**config.mk**
```make
export PLATFORM = sky130hd
export DESIGN_NAME = dda_line_point_generator
export DESIGN_NICKNAME = d
export VERILOG_FILES = /design/src/sv/dda_pkg.sv /design/src/sv/dda_line_point_generator.sv /design/src/sv/dda_datapath.sv /design/src/sv/dda_ctrl.sv
export VERILOG_INCLUDE_DIRS = /design/src /design/src/sv
export SDC_FILE = /design/constraint.sdc
export NUM_CORES = 1
export LEC_CHECK = 0
export BUFFER_PORTS_ARGS = -buffer_cell sky130_fd_sc_hd__buf_4
export CAP_MARGIN = 25
export CORE_ASPECT_RATIO = 1.25
export CORE_MARGIN = 3
export CORE_UTILIZATION = 42
export DETAILED_ROUTE_END_ITERATION = 8
export GPL_ROUTABILITY_DRIVEN = 1
export SLEW_MARGIN = 40
export SYNTH_ARGS = -nofsm -noshare
export SYNTH_HDL_FRONTEND = slang
export SYNTH_SLANG_ARGS = --single-unit
```
**constraint.sdc**
```tcl
create_clock -name clk -period 8.3 [get_ports clk]
set_input_delay 0.83 -clock clk [delete_from_list [all_inputs] [get_ports clk]]
set_output_delay 0.83 -clock clk [all_outputs]
set_load 0.05 [all_outputs]
```
**src/sv/dda_line_point_generator_defines.svh**
```systemverilog
// Assertion macros for the DDA line point generator RTL.
// Depends on nothing; included by the files that carry assertions.
`ifndef DDA_LINE_POINT_GENERATOR_DEFINES_SVH
`define DDA_LINE_POINT_GENERATOR_DEFINES_SVH

// Same-cycle implication, disabled while reset is asserted.
`define DDA_ASSERT_IMPLY(label, clk, rst_n, ante, cons) \
	label: assert property (@(posedge clk) disable iff (!(rst_n)) (ante) |-> (cons)) \
		else $error("%m: same-cycle check failed");

// Next-cycle implication, disabled while reset is asserted.
`define DDA_ASSERT_NEXT(label, clk, rst_n, ante, cons) \
	label: assert property (@(posedge clk) disable iff (!(rst_n)) (ante) |=> (cons)) \
		else $error("%m: next-cycle check failed");

`endif

```
**src/sv/dda_pkg.sv**
```systemverilog
// Shared constants and controller/datapath interface types for the DDA line generator.
// Depends on nothing.
`default_nettype none

package dda_pkg;

	// Fixed field widths of the block.
	localparam int COORD_W = 6;
	localparam int POINT_W = 22;

	// Defaults for the top-level parameters.
	localparam int TILE_SIZE_DEF = 64;
	localparam int FRAC_BITS_DEF = 16;

	// Commands from the controller to the datapath.
	typedef struct packed {
		logic load;      // capture a new line and set up the divisions
		logic div_step;  // one restoring division step on both axes
		logic advance;   // point transaction done, move to the next point
	} dp_cmd_t;

	// Status from the datapath to the controller.
	typedef struct packed {
		logic steps_zero; // zero-length line, no division needed
		logic div_last;   // current division step is the final one
		logic last;       // current point is the final point of the line
	} dp_status_t;

endpackage

`default_nettype wire

```
**src/sv/dda_line_point_generator.sv**
```systemverilog
// DDA line point generator.
// Input channel: one line per transaction, given as start_x/start_y and end_x/end_y
// pixel coordinates inside the tile; coordinates past the tile edge are saturated.
// Output channel: steps+1 point transactions per line, steps = max(|dx|, |dy|),
// each with point_x/point_y in unsigned Q6.16 and last_point high on the final one.
// Timing: the line is loaded in its accept cycle, then bit-serial division (both axes
// in parallel) runs before the first point is offered; a zero-length line skips the
// division steps. Then one point leaves per cycle while the receiver is ready.
// Throughput is one line at a time: in_ready is high only while the block is idle.
// A stalled receiver holds the current point and everything behind it.
// Reset (arst_n low) returns the block to idle, ready for a line; no clearing pass.
// Depends on dda_pkg, dda_ctrl and dda_datapath.
`default_nettype none

module dda_line_point_generator #(
	parameter int TILE_SIZE = dda_pkg::TILE_SIZE_DEF,
	parameter int FRAC_BITS = dda_pkg::FRAC_BITS_DEF
) (
	input  wire logic                         clk,
	input  wire logic                         arst_n,
	input  wire logic                         in_valid,
	output logic                              in_ready,
	input  wire logic [dda_pkg::COORD_W-1:0]  start_x,
	input  wire logic [dda_pkg::COORD_W-1:0]  start_y,
	input  wire logic [dda_pkg::COORD_W-1:0]  end_x,
	input  wire logic [dda_pkg::COORD_W-1:0]  end_y,
	output logic                              out_valid,
	input  wire logic                         out_ready,
	output logic [dda_pkg::POINT_W-1:0]       point_x,
	output logic [dda_pkg::POINT_W-1:0]       point_y,
	output logic                              last_point
);
	import dda_pkg::*;

	dp_cmd_t    cmd;
	dp_status_t status;

	// Sequencing and handshakes.
	dda_ctrl u_ctrl (
		.clk       (clk),
		.arst_n    (arst_n),
		.in_valid  (in_valid),
		.in_ready  (in_ready),
		.out_valid (out_valid),
		.out_ready (out_ready),
		.status    (status),
		.cmd       (cmd)
	);

	// Division and point arithmetic.
	dda_datapath #(
		.TILE_SIZE (TILE_SIZE),
		.FRAC_BITS (FRAC_BITS)
	) u_datapath (
		.clk     (clk),
		.cmd     (cmd),
		.start_x (start_x),
		.start_y (start_y),
		.end_x   (end_x),
		.end_y   (end_y),
		.status  (status),
		.point_x (point_x),
		.point_y (point_y)
	);

	assign last_point = status.last;

endmodule

`default_nettype wire

```
**src/sv/dda_datapath.sv**
```systemverilog
// Datapath of the DDA line generator: endpoint capture, two bit-serial dividers
// and the x/y point accumulators. Depends on dda_pkg.
`default_nettype none

module dda_datapath #(
	parameter int TILE_SIZE = dda_pkg::TILE_SIZE_DEF,
	parameter int FRAC_BITS = dda_pkg::FRAC_BITS_DEF
) (
	input  wire logic                           clk,
	input  wire dda_pkg::dp_cmd_t               cmd,
	input  wire logic [dda_pkg::COORD_W-1:0]    start_x,
	input  wire logic [dda_pkg::COORD_W-1:0]    start_y,
	input  wire logic [dda_pkg::COORD_W-1:0]    end_x,
	input  wire logic [dda_pkg::COORD_W-1:0]    end_y,
	output dda_pkg::dp_status_t                 status,
	output logic [dda_pkg::POINT_W-1:0]         point_x,
	output logic [dda_pkg::POINT_W-1:0]         point_y
);
	import dda_pkg::*;

	// Dividend/quotient width, step counter width and accumulator width.
	localparam int DIV_N = COORD_W + FRAC_BITS;
	localparam int CNT_W = $clog2(DIV_N);
	localparam int ACC_W = (FRAC_BITS + 8 > POINT_W) ? FRAC_BITS + 8 : POINT_W;
	localparam logic [COORD_W-1:0] TILE_MAX = COORD_W'(TILE_SIZE - 1);

	logic [COORD_W-1:0] cx0, cy0, cx1, cy1;
	logic [COORD_W-1:0] adx, ady, steps;

	logic [COORD_W-1:0] steps_q;
	logic               neg_x_q, neg_y_q;
	logic [DIV_N-1:0]   dvd_x_q, dvd_y_q;
	logic [COORD_W-1:0] rem_x_q, rem_y_q;
	logic [CNT_W-1:0]   cnt_q;
	logic [COORD_W-1:0] k_q;
	logic [ACC_W-1:0]   acc_x_q, acc_y_q;

	logic [COORD_W:0]   rsh_x, rsh_y;
	logic               ge_x, ge_y;
	logic [COORD_W-1:0] rem_x_d, rem_y_d;
	logic [ACC_W-1:0]   inc_x, inc_y;

	// Saturate the endpoints to the tile and find the step count.
	always_comb begin
		cx0   = (start_x > TILE_MAX) ? TILE_MAX : start_x;
		cy0   = (start_y > TILE_MAX) ? TILE_MAX : start_y;
		cx1   = (end_x > TILE_MAX) ? TILE_MAX : end_x;
		cy1   = (end_y > TILE_MAX) ? TILE_MAX : end_y;
		adx   = (cx1 >= cx0) ? cx1 - cx0 : cx0 - cx1;
		ady   = (cy1 >= cy0) ? cy1 - cy0 : cy0 - cy1;
		steps = (adx > ady) ? adx : ady;
	end

	// One restoring division step per axis; the dividend register collects the quotient.
	always_comb begin
		rsh_x   = {rem_x_q, dvd_x_q[DIV_N-1]};
		rsh_y   = {rem_y_q, dvd_y_q[DIV_N-1]};
		ge_x    = rsh_x >= {1'b0, steps_q};
		ge_y    = rsh_y >= {1'b0, steps_q};
		rem_x_d = ge_x ? COORD_W'(rsh_x - {1'b0, steps_q}) : rsh_x[COORD_W-1:0];
		rem_y_d = ge_y ? COORD_W'(rsh_y - {1'b0, steps_q}) : rsh_y[COORD_W-1:0];
	end

	// The increment magnitude never exceeds one pixel, so FRAC_BITS+1 bits hold it.
	assign inc_x = ACC_W'(dvd_x_q[FRAC_BITS:0]);
	assign inc_y = ACC_W'(dvd_y_q[FRAC_BITS:0]);

	// Line setup, division and point stepping.
	always_ff @(posedge clk) begin
		if (cmd.load) begin
			steps_q <= steps;
			neg_x_q <= cx1 < cx0;
			neg_y_q <= cy1 < cy0;
			dvd_x_q <= {adx, {FRAC_BITS{1'b0}}};
			dvd_y_q <= {ady, {FRAC_BITS{1'b0}}};
			rem_x_q <= '0;
			rem_y_q <= '0;
			cnt_q   <= '0;
			k_q     <= '0;
			acc_x_q <= ACC_W'({cx0, {FRAC_BITS{1'b0}}});
			acc_y_q <= ACC_W'({cy0, {FRAC_BITS{1'b0}}});
		end else if (cmd.div_step) begin
			dvd_x_q <= {dvd_x_q[DIV_N-2:0], ge_x};
			dvd_y_q <= {dvd_y_q[DIV_N-2:0], ge_y};
			rem_x_q <= rem_x_d;
			rem_y_q <= rem_y_d;
			cnt_q   <= cnt_q + 1'b1;
		end else if (cmd.advance) begin
			k_q     <= k_q + 1'b1;
			acc_x_q <= neg_x_q ? acc_x_q - inc_x : acc_x_q + inc_x;
			acc_y_q <= neg_y_q ? acc_y_q - inc_y : acc_y_q + inc_y;
		end
	end

	// Status toward the controller and the point outputs.
	always_comb begin
		status.steps_zero = steps_q == '0;
		status.div_last   = cnt_q == CNT_W'(DIV_N - 1);
		status.last       = k_q == steps_q;
	end

	assign point_x = acc_x_q[POINT_W-1:0];
	assign point_y = acc_y_q[POINT_W-1:0];

endmodule

`default_nettype wire

```
**src/sv/dda_ctrl.sv**
```systemverilog
// Controller state machine of the DDA line generator: input and output handshakes
// and sequencing of setup, division and point stepping. Depends on dda_pkg.
`default_nettype none
`include "dda_line_point_generator_defines.svh"

module dda_ctrl (
	input  wire logic                 clk,
	input  wire logic                 arst_n,
	input  wire logic                 in_valid,
	output logic                      in_ready,
	output logic                      out_valid,
	input  wire logic                 out_ready,
	input  wire dda_pkg::dp_status_t  status,
	output dda_pkg::dp_cmd_t          cmd
);
	import dda_pkg::*;

	localparam logic [1:0] ST_IDLE = 2'd0;
	localparam logic [1:0] ST_DIV  = 2'd1;
	localparam logic [1:0] ST_EMIT = 2'd2;

	logic [1:0] state_q, state_d;

	// Next state and datapath commands.
	always_comb begin
		state_d      = state_q;
		cmd.load     = 1'b0;
		cmd.div_step = 1'b0;
		cmd.advance  = 1'b0;
		in_ready     = 1'b0;
		out_valid    = 1'b0;
		unique case (state_q)
			ST_IDLE: begin
				in_ready = 1'b1;
				if (in_valid) begin
					cmd.load = 1'b1;
					state_d  = ST_DIV;
				end
			end
			ST_DIV: begin
				if (status.steps_zero) begin
					state_d = ST_EMIT;
				end else begin
					cmd.div_step = 1'b1;
					if (status.div_last) begin
						state_d = ST_EMIT;
					end
				end
			end
			ST_EMIT: begin
				out_valid = 1'b1;
				if (out_ready) begin
					cmd.advance = 1'b1;
					if (status.last) begin
						state_d = ST_IDLE;
					end
				end
			end
			default: begin
				state_d = ST_IDLE;
			end
		endcase
	end

	// State register.
	always_ff @(posedge clk or negedge arst_n) begin
		if (!arst_n) begin
			state_q <= ST_IDLE;
		end else begin
			state_q <= state_d;
		end
	end

	// A new line is never taken while a point is on offer.
	`DDA_ASSERT_IMPLY(a_no_overlap, clk, arst_n, out_valid, !in_ready)
	// An accepted line always goes through setup before its first point.
	`DDA_ASSERT_NEXT(a_load_then_busy, clk, arst_n, in_valid && in_ready, !in_ready && !out_valid)
	// The final point transaction returns the block to idle.
	`DDA_ASSERT_NEXT(a_last_to_idle, clk, arst_n, out_valid && out_ready && status.last, in_ready)

endmodule

`default_nettype wire

```
* Yosys cells after proc, flatten, opt, wreduce, memory -nomap -nowiden
Cells that the tools add are included.
Word-level totals: output and inout bits 47, register bits after elaboration 125, word-level logic and storage cells 91, input port bits 28
Cells by class: muxes and demuxes 35, eq/ne operators 9, bitwise gates (word level) 1, add/sub/neg operators 12, reduce and logical (&&, ||, !) cells 7, order comparisons 11
Operator list (count):
- 22-bit 2-to-1 mux | 10
- 6-bit 2-to-1 mux | 9
- 24-bit by 17-bit adder with 24-bit output | 2
- 24-bit 2-to-1 mux | 2
- 24-bit by 17-bit subtractor with 24-bit output | 2
- 6-bit subtractor | 6
- 6-bit > comparator (second input constant) | 4
- 7-bit by 6-bit greater-or-equal comparator with 1-bit output | 2
- 6-bit greater-or-equal comparator | 2
- 6-bit < comparator | 2
- 2-bit 2-to-1 mux | 5
- 1-bit 2-to-1 mux | 8
- 6-bit by 1-bit adder with 6-bit output (second input constant) | 1
- 6-bit == test | 1
- 6-bit > comparator | 1
- 6-bit logical NOT | 1
- 2-bit inequality test (second input constant) | 3
- 2-bit one-hot mux with 3 select lines | 1
- 5-bit by 1-bit adder with 5-bit output (second input constant) | 1
- 5-bit == test (second input constant) | 1
- 2-bit AND reduction | 2
- 4-bit AND reduction | 1
- 2-bit nonzero test | 2
- 3-bit inequality test (second input constant) | 1
- 5 further kinds | 5

* Depth between registers and ports, before layout
word-level depth 6, depth in mapped cells 17, depth with buffers taken out 16

* Modules after synthesis
From an unflattened synthesis, not the netlist that was laid out.
Unflattened totals: cells, all modules 1038, area, all modules 8927.3 um2
Modules (own cells, without submodules):
- dda_datapath | cells each 1025, area each 8802.2 um2, sequential area each 2702.6 um2, times used 1
- dda_ctrl | cells each 13, area each 125.1 um2, sequential area each 50.0 um2, times used 1

* Worst setup path before layout
No wires, ideal clock.
path type input to register, from in start_x[0] (netlist name), to reg u_datapath.steps_q[0], data pin, stages on the path 15, arrival 3713 ps, required time 8024 ps, path slack 4311 ps, library setup time 276 ps, path buffers 1, cell sequence clkbuf_1 ha_1 fa_1 o21ai_2 o221ai_4 a211oi_1 a21oi_1 a221o_1 xnor2_1 inv_1 ha_1 nand2_1 o32ai_1 nor2_1 mux2i_1
On the way: cells in the longest elaborated chain, start to end 6, elaborated cells on any way between the ends 8, those cells by class 2 x add/sub; 3 x order compare; 3 x mux
RTL lines:
- start, declared | RTL line dda_line_point_generator.sv:23 | input wire logic [dda_pkg::COORD_W-1:0] start_x,
- 6-bit > comparator | RTL line dda_datapath.sv:45 | cx0 = (start_x > TILE_MAX) ? TILE_MAX : start_x;
- 6-bit 2-to-1 mux * | RTL line dda_datapath.sv:45
- 6-bit subtractor or 6-bit greater-or-equal comparator (tied branches) | RTL line dda_datapath.sv:49 | adx = (cx1 >= cx0) ? cx1 - cx0 : cx0 - cx1;
- 6-bit 2-to-1 mux * | RTL line dda_datapath.sv:49
- 6-bit > comparator | RTL line dda_datapath.sv:51 | steps = (adx > ady) ? adx : ady;
- 6-bit 2-to-1 mux * | RTL line dda_datapath.sv:51
- via u_datapath.steps[0] | RTL line dda_datapath.sv:28 | logic [COORD_W-1:0] adx, ady, steps;
- end signal, assigned | RTL line dda_datapath.sv:71 | steps_q <= steps;
- end, declared | RTL line dda_datapath.sv:30 | logic [COORD_W-1:0] steps_q;
Mark *: on every way through the listed nets, which the timed path passes. The rest lies on a longest branch. A chain may end at the register's enable or synchronous reset.

* Worst setup path in the final report
from in start_x[0] (netlist name), to reg u_datapath.steps_q[5], data pin
Same word-level chain as after synthesis.

==> results.py <==
metrics = {
    "cts": {
        "clock_latency_ns": 0.42,
        "cts_tree": "yes",
        "hold_buffers": 0,
        "cts_buffers": 17,
        "cts.clk_slew.worst_paths_ns": 0.06,
        "cts.sinks": 121,
        "htreeDepth": 4,
        "cts_root_buf": "clkbuf_16",
        "cts_post_setup_buffers_inserted": 0,
        "clk_path_buf_depth": 2,
        "cts_resized": 0,
    },
    "flow_run": {
        "cap_violations": 0,
    },
    "sta": {
        "max_slew.worst_pin.slew_ns": 0.715,
        "skew_ns": 0.00821,
        "grt_setup_unrepaired": "no",
        "slew_headroom_pct": 52.4,
        "fmax_mhz": 245,
        "fin_tns_setup_ns": 0,
        "final-hold-violation-count": 0,
        "finalMaxSlewViolations": 0,
        "layout_min_cycle_time_ns": 4.07,
        "fin_crit_sh_pct": 49.1,
        "hold_ws_ns": 0.183,
        "finalSetupViolCount": 0,
    },
    "synthesis": {
        "synth_edf_count": 32,
        "yosys_warnings": 0,
        "synth_cells": 1067,
        "synth_seq_cells": 121,
        "synth_nets": 1190,
        "netlist_area_mm2": 0.00880,
        "ys.flop_type": "dfxtp_1",
        "yosysUniqueCellTypes": 70,
        "avgSynthCellArea_um2": 8.25,
        "async_reset_ff_share_pct": 1.65,
        "seq_area_frac_synth_pct": 31.3,
    },
    "placement": {
        "hpwl_um": 15500,
        "port_buffers": 74,
        "gp_congestion": 0.889,
        "placed_cell_area_mm2": 0.00953,
        "dp.cells": 1356,
    },
    "setup_path": {
        "cpMaxStageDelayCell": "nor2_1",
        "critical_path_class": "primary input to flop",
        "slowest_delay_ns": 0.48,
        "worstPathCellList": "buf_4, ha_1, fa_1, o21ai_2, o221ai_4, a211oi_1, a21oi_1, a221o_1, xnor2_1, inv_1, ha_1, nand2_1, o32ai_1, nor2_1, mux2i_1",
        "worstSetupEndpointType": "flop",
        "crit_buf_inv": 2,
        "worst-path-max-fanout": 9,
        "critPathRequiredTime_ns": 8.43,
        "cp-start-kind": "primary input",
        "worstPathArrival_ns": 4.21,
        "path_delay_family": "compound AO/OA/AOI/OAI gates",
        "crit_path_frequent_cell": "ha_1",
    },
    "finish": {
        "area_delta_synth_final_pct": 14.8,
        "num-fill-cells": 1969,
        "n_antenna_cell": 0,
        "multi_input_area_mm2": 0.00562,
        "regArea_mm2": 0.00275,
        "layout_common_cells": "152 x nand2_1, 87 x ha_1, 87 x dfxtp_1",
        "fin_cells": 1387,
        "layout.nets": 1228,
        "layout-drive-gt1-share_pct": 12.0,
        "final_common_cell": "nand2_1",
        "fin_area_mm2": 0.0101,
    },
    "die": {
        "core_mm2": 0.0204,
        "dieArea_mm2": 0.0227,
        "start_util_pct": 43.2,
        "row_count": 58,
        "die_w_um": 136,
        "fp.dieH_um": 168,
        "io_pins": 75,
    },
    "detailed_routing": {
        "routed_wl_um": 21200,
        "drc": 0,
        "vias": 7496,
        "firstDrtPassIters": 5,
        "ant_nets": 0,
        "avgViaCountPerCell": 5.40,
        "wire_per_inst_um": 15.3,
        "initialDrtViolationCount": 409,
    },
    "global_routing": {
        "grt_max_degree": 64,
        "grt_antenna_before_repair": 0,
        "grt_pass1_vias": 7152,
        "grtUsageTotal_pct": 19.0,
        "grt_pass1_wl_um": 35500,
        "overflow": 0,
    },
    "run_status": {
        "outcome": "finished clean",
    },
    "min_path": {
        "hp-class": "primary input to asynchronous set/reset pin",
    },
}
-- worst paths after layout --
check / from / to / slack, ns / depth (start not counted)
max in group asynchronous: arst_n / u_ctrl.state_q[0] / 8.03 / 1
worst max-delay path: start_x[0] / u_datapath.steps_q[5] / 4.23 / 15
worst max register to register: u_datapath.dvd_x_q[2] / u_datapath.acc_x_q[21] / 4.38 / 16
worst min register to register: u_datapath.rem_x_q[5] / u_datapath.rem_x_q[5] / 0.47 / 2
min in group clk: u_datapath.rem_x_q[5] / u_datapath.rem_x_q[5] / 0.47 / 2
worst min-delay path: arst_n / u_ctrl.state_q[1] / 0.18 / 1
-- cells in the mapped netlist, drive strengths merged, types with 19 or more instances --
cell type | number | area share, %
xnor2 | 62 | 6.2
edfxtp | 32 | 11
nand3 | 42 | 2.4
inv | 58 | 2.5
dfxtp | 87 | 20
o21ai | 74 | 4.2
a21o | 30 | 2.6
clkbuf | 51 | 2.2
a21oi | 85 | 5.0
nand2 | 153 | 6.5
ha | 87 | 12
nor3 | 24 | 1.5
xor2 | 29 | 3.0
nor2 | 66 | 2.8
mux2i | 19 | 2.2
-- stage by stage --
stage          worst slack, ns  utilization [%]
2_1_floorplan             4.31                -
3_3_place_gp              3.88             46.7
3_5_place_dp              3.78             46.7
4_1_cts                   4.21             49.6
5_1_grt                   3.97             49.6
6_report                  4.23             49.6
-- per-layer routing --
metal | share of wire [%] | track usage (%) | wire [µm]
met5 | 0 | 0 | 0
met4 | 1.0 | 4.56 | 219
met2 | 48 | 32.4 | 10200
met1 | 47 | 24.6 | 9890
met3 | 4.1 | 4.15 | 867
-- final cells by class --
type,instances,share of cell area [%]
Inverter,59,2.19
Clock inverter,7,0.619
Tap cell,270,3.34
Timing Repair Buffer,79,5.87
Sequential cell,121,27.2
Clock buffer,24,5.08
Multi-Input combinational cell,827,55.7
-- cell families (layout without fill, tap and decap cells) --
logic type / count (synthesis) / count (layout) / synth area share, %
AO/OA/AOI/OAI: 272 / 272 / 19.4
XOR/XNOR: 91 / 91 / 9.14
adder cells (fa/ha/maj): 95 / 95 / 14.2
buffers and inverters: 119 / 169 / 5.19
flip-flops: 121 / 121 / 31.3
multiplexers: 19 / 19 / 2.16
AND/OR/NAND/NOR: 350 / 350 / 18.6
-- sequential cells by signal, summed over array words and instances (netlist names) --
| signal | count |
|---|---|
| u_datapath.acc_y_q | 22 |
| u_datapath.rem_y_q | 6 |
| u_datapath.cnt_q | 5 |
| u_datapath.steps_q | 6 |
| u_ctrl.state_q | 2 |
| u_datapath.neg_x_q | 1 |
| u_datapath.dvd_x_q | 22 |
| u_datapath.rem_x_q | 6 |
| u_datapath.dvd_y_q | 22 |
| u_datapath.acc_x_q | 22 |
| u_datapath.neg_y_q | 1 |
| u_datapath.k_q | 6 |
Power is not shown: default switching activity piles up to over one toggle a cycle in this logic, so the estimate is an artifact.
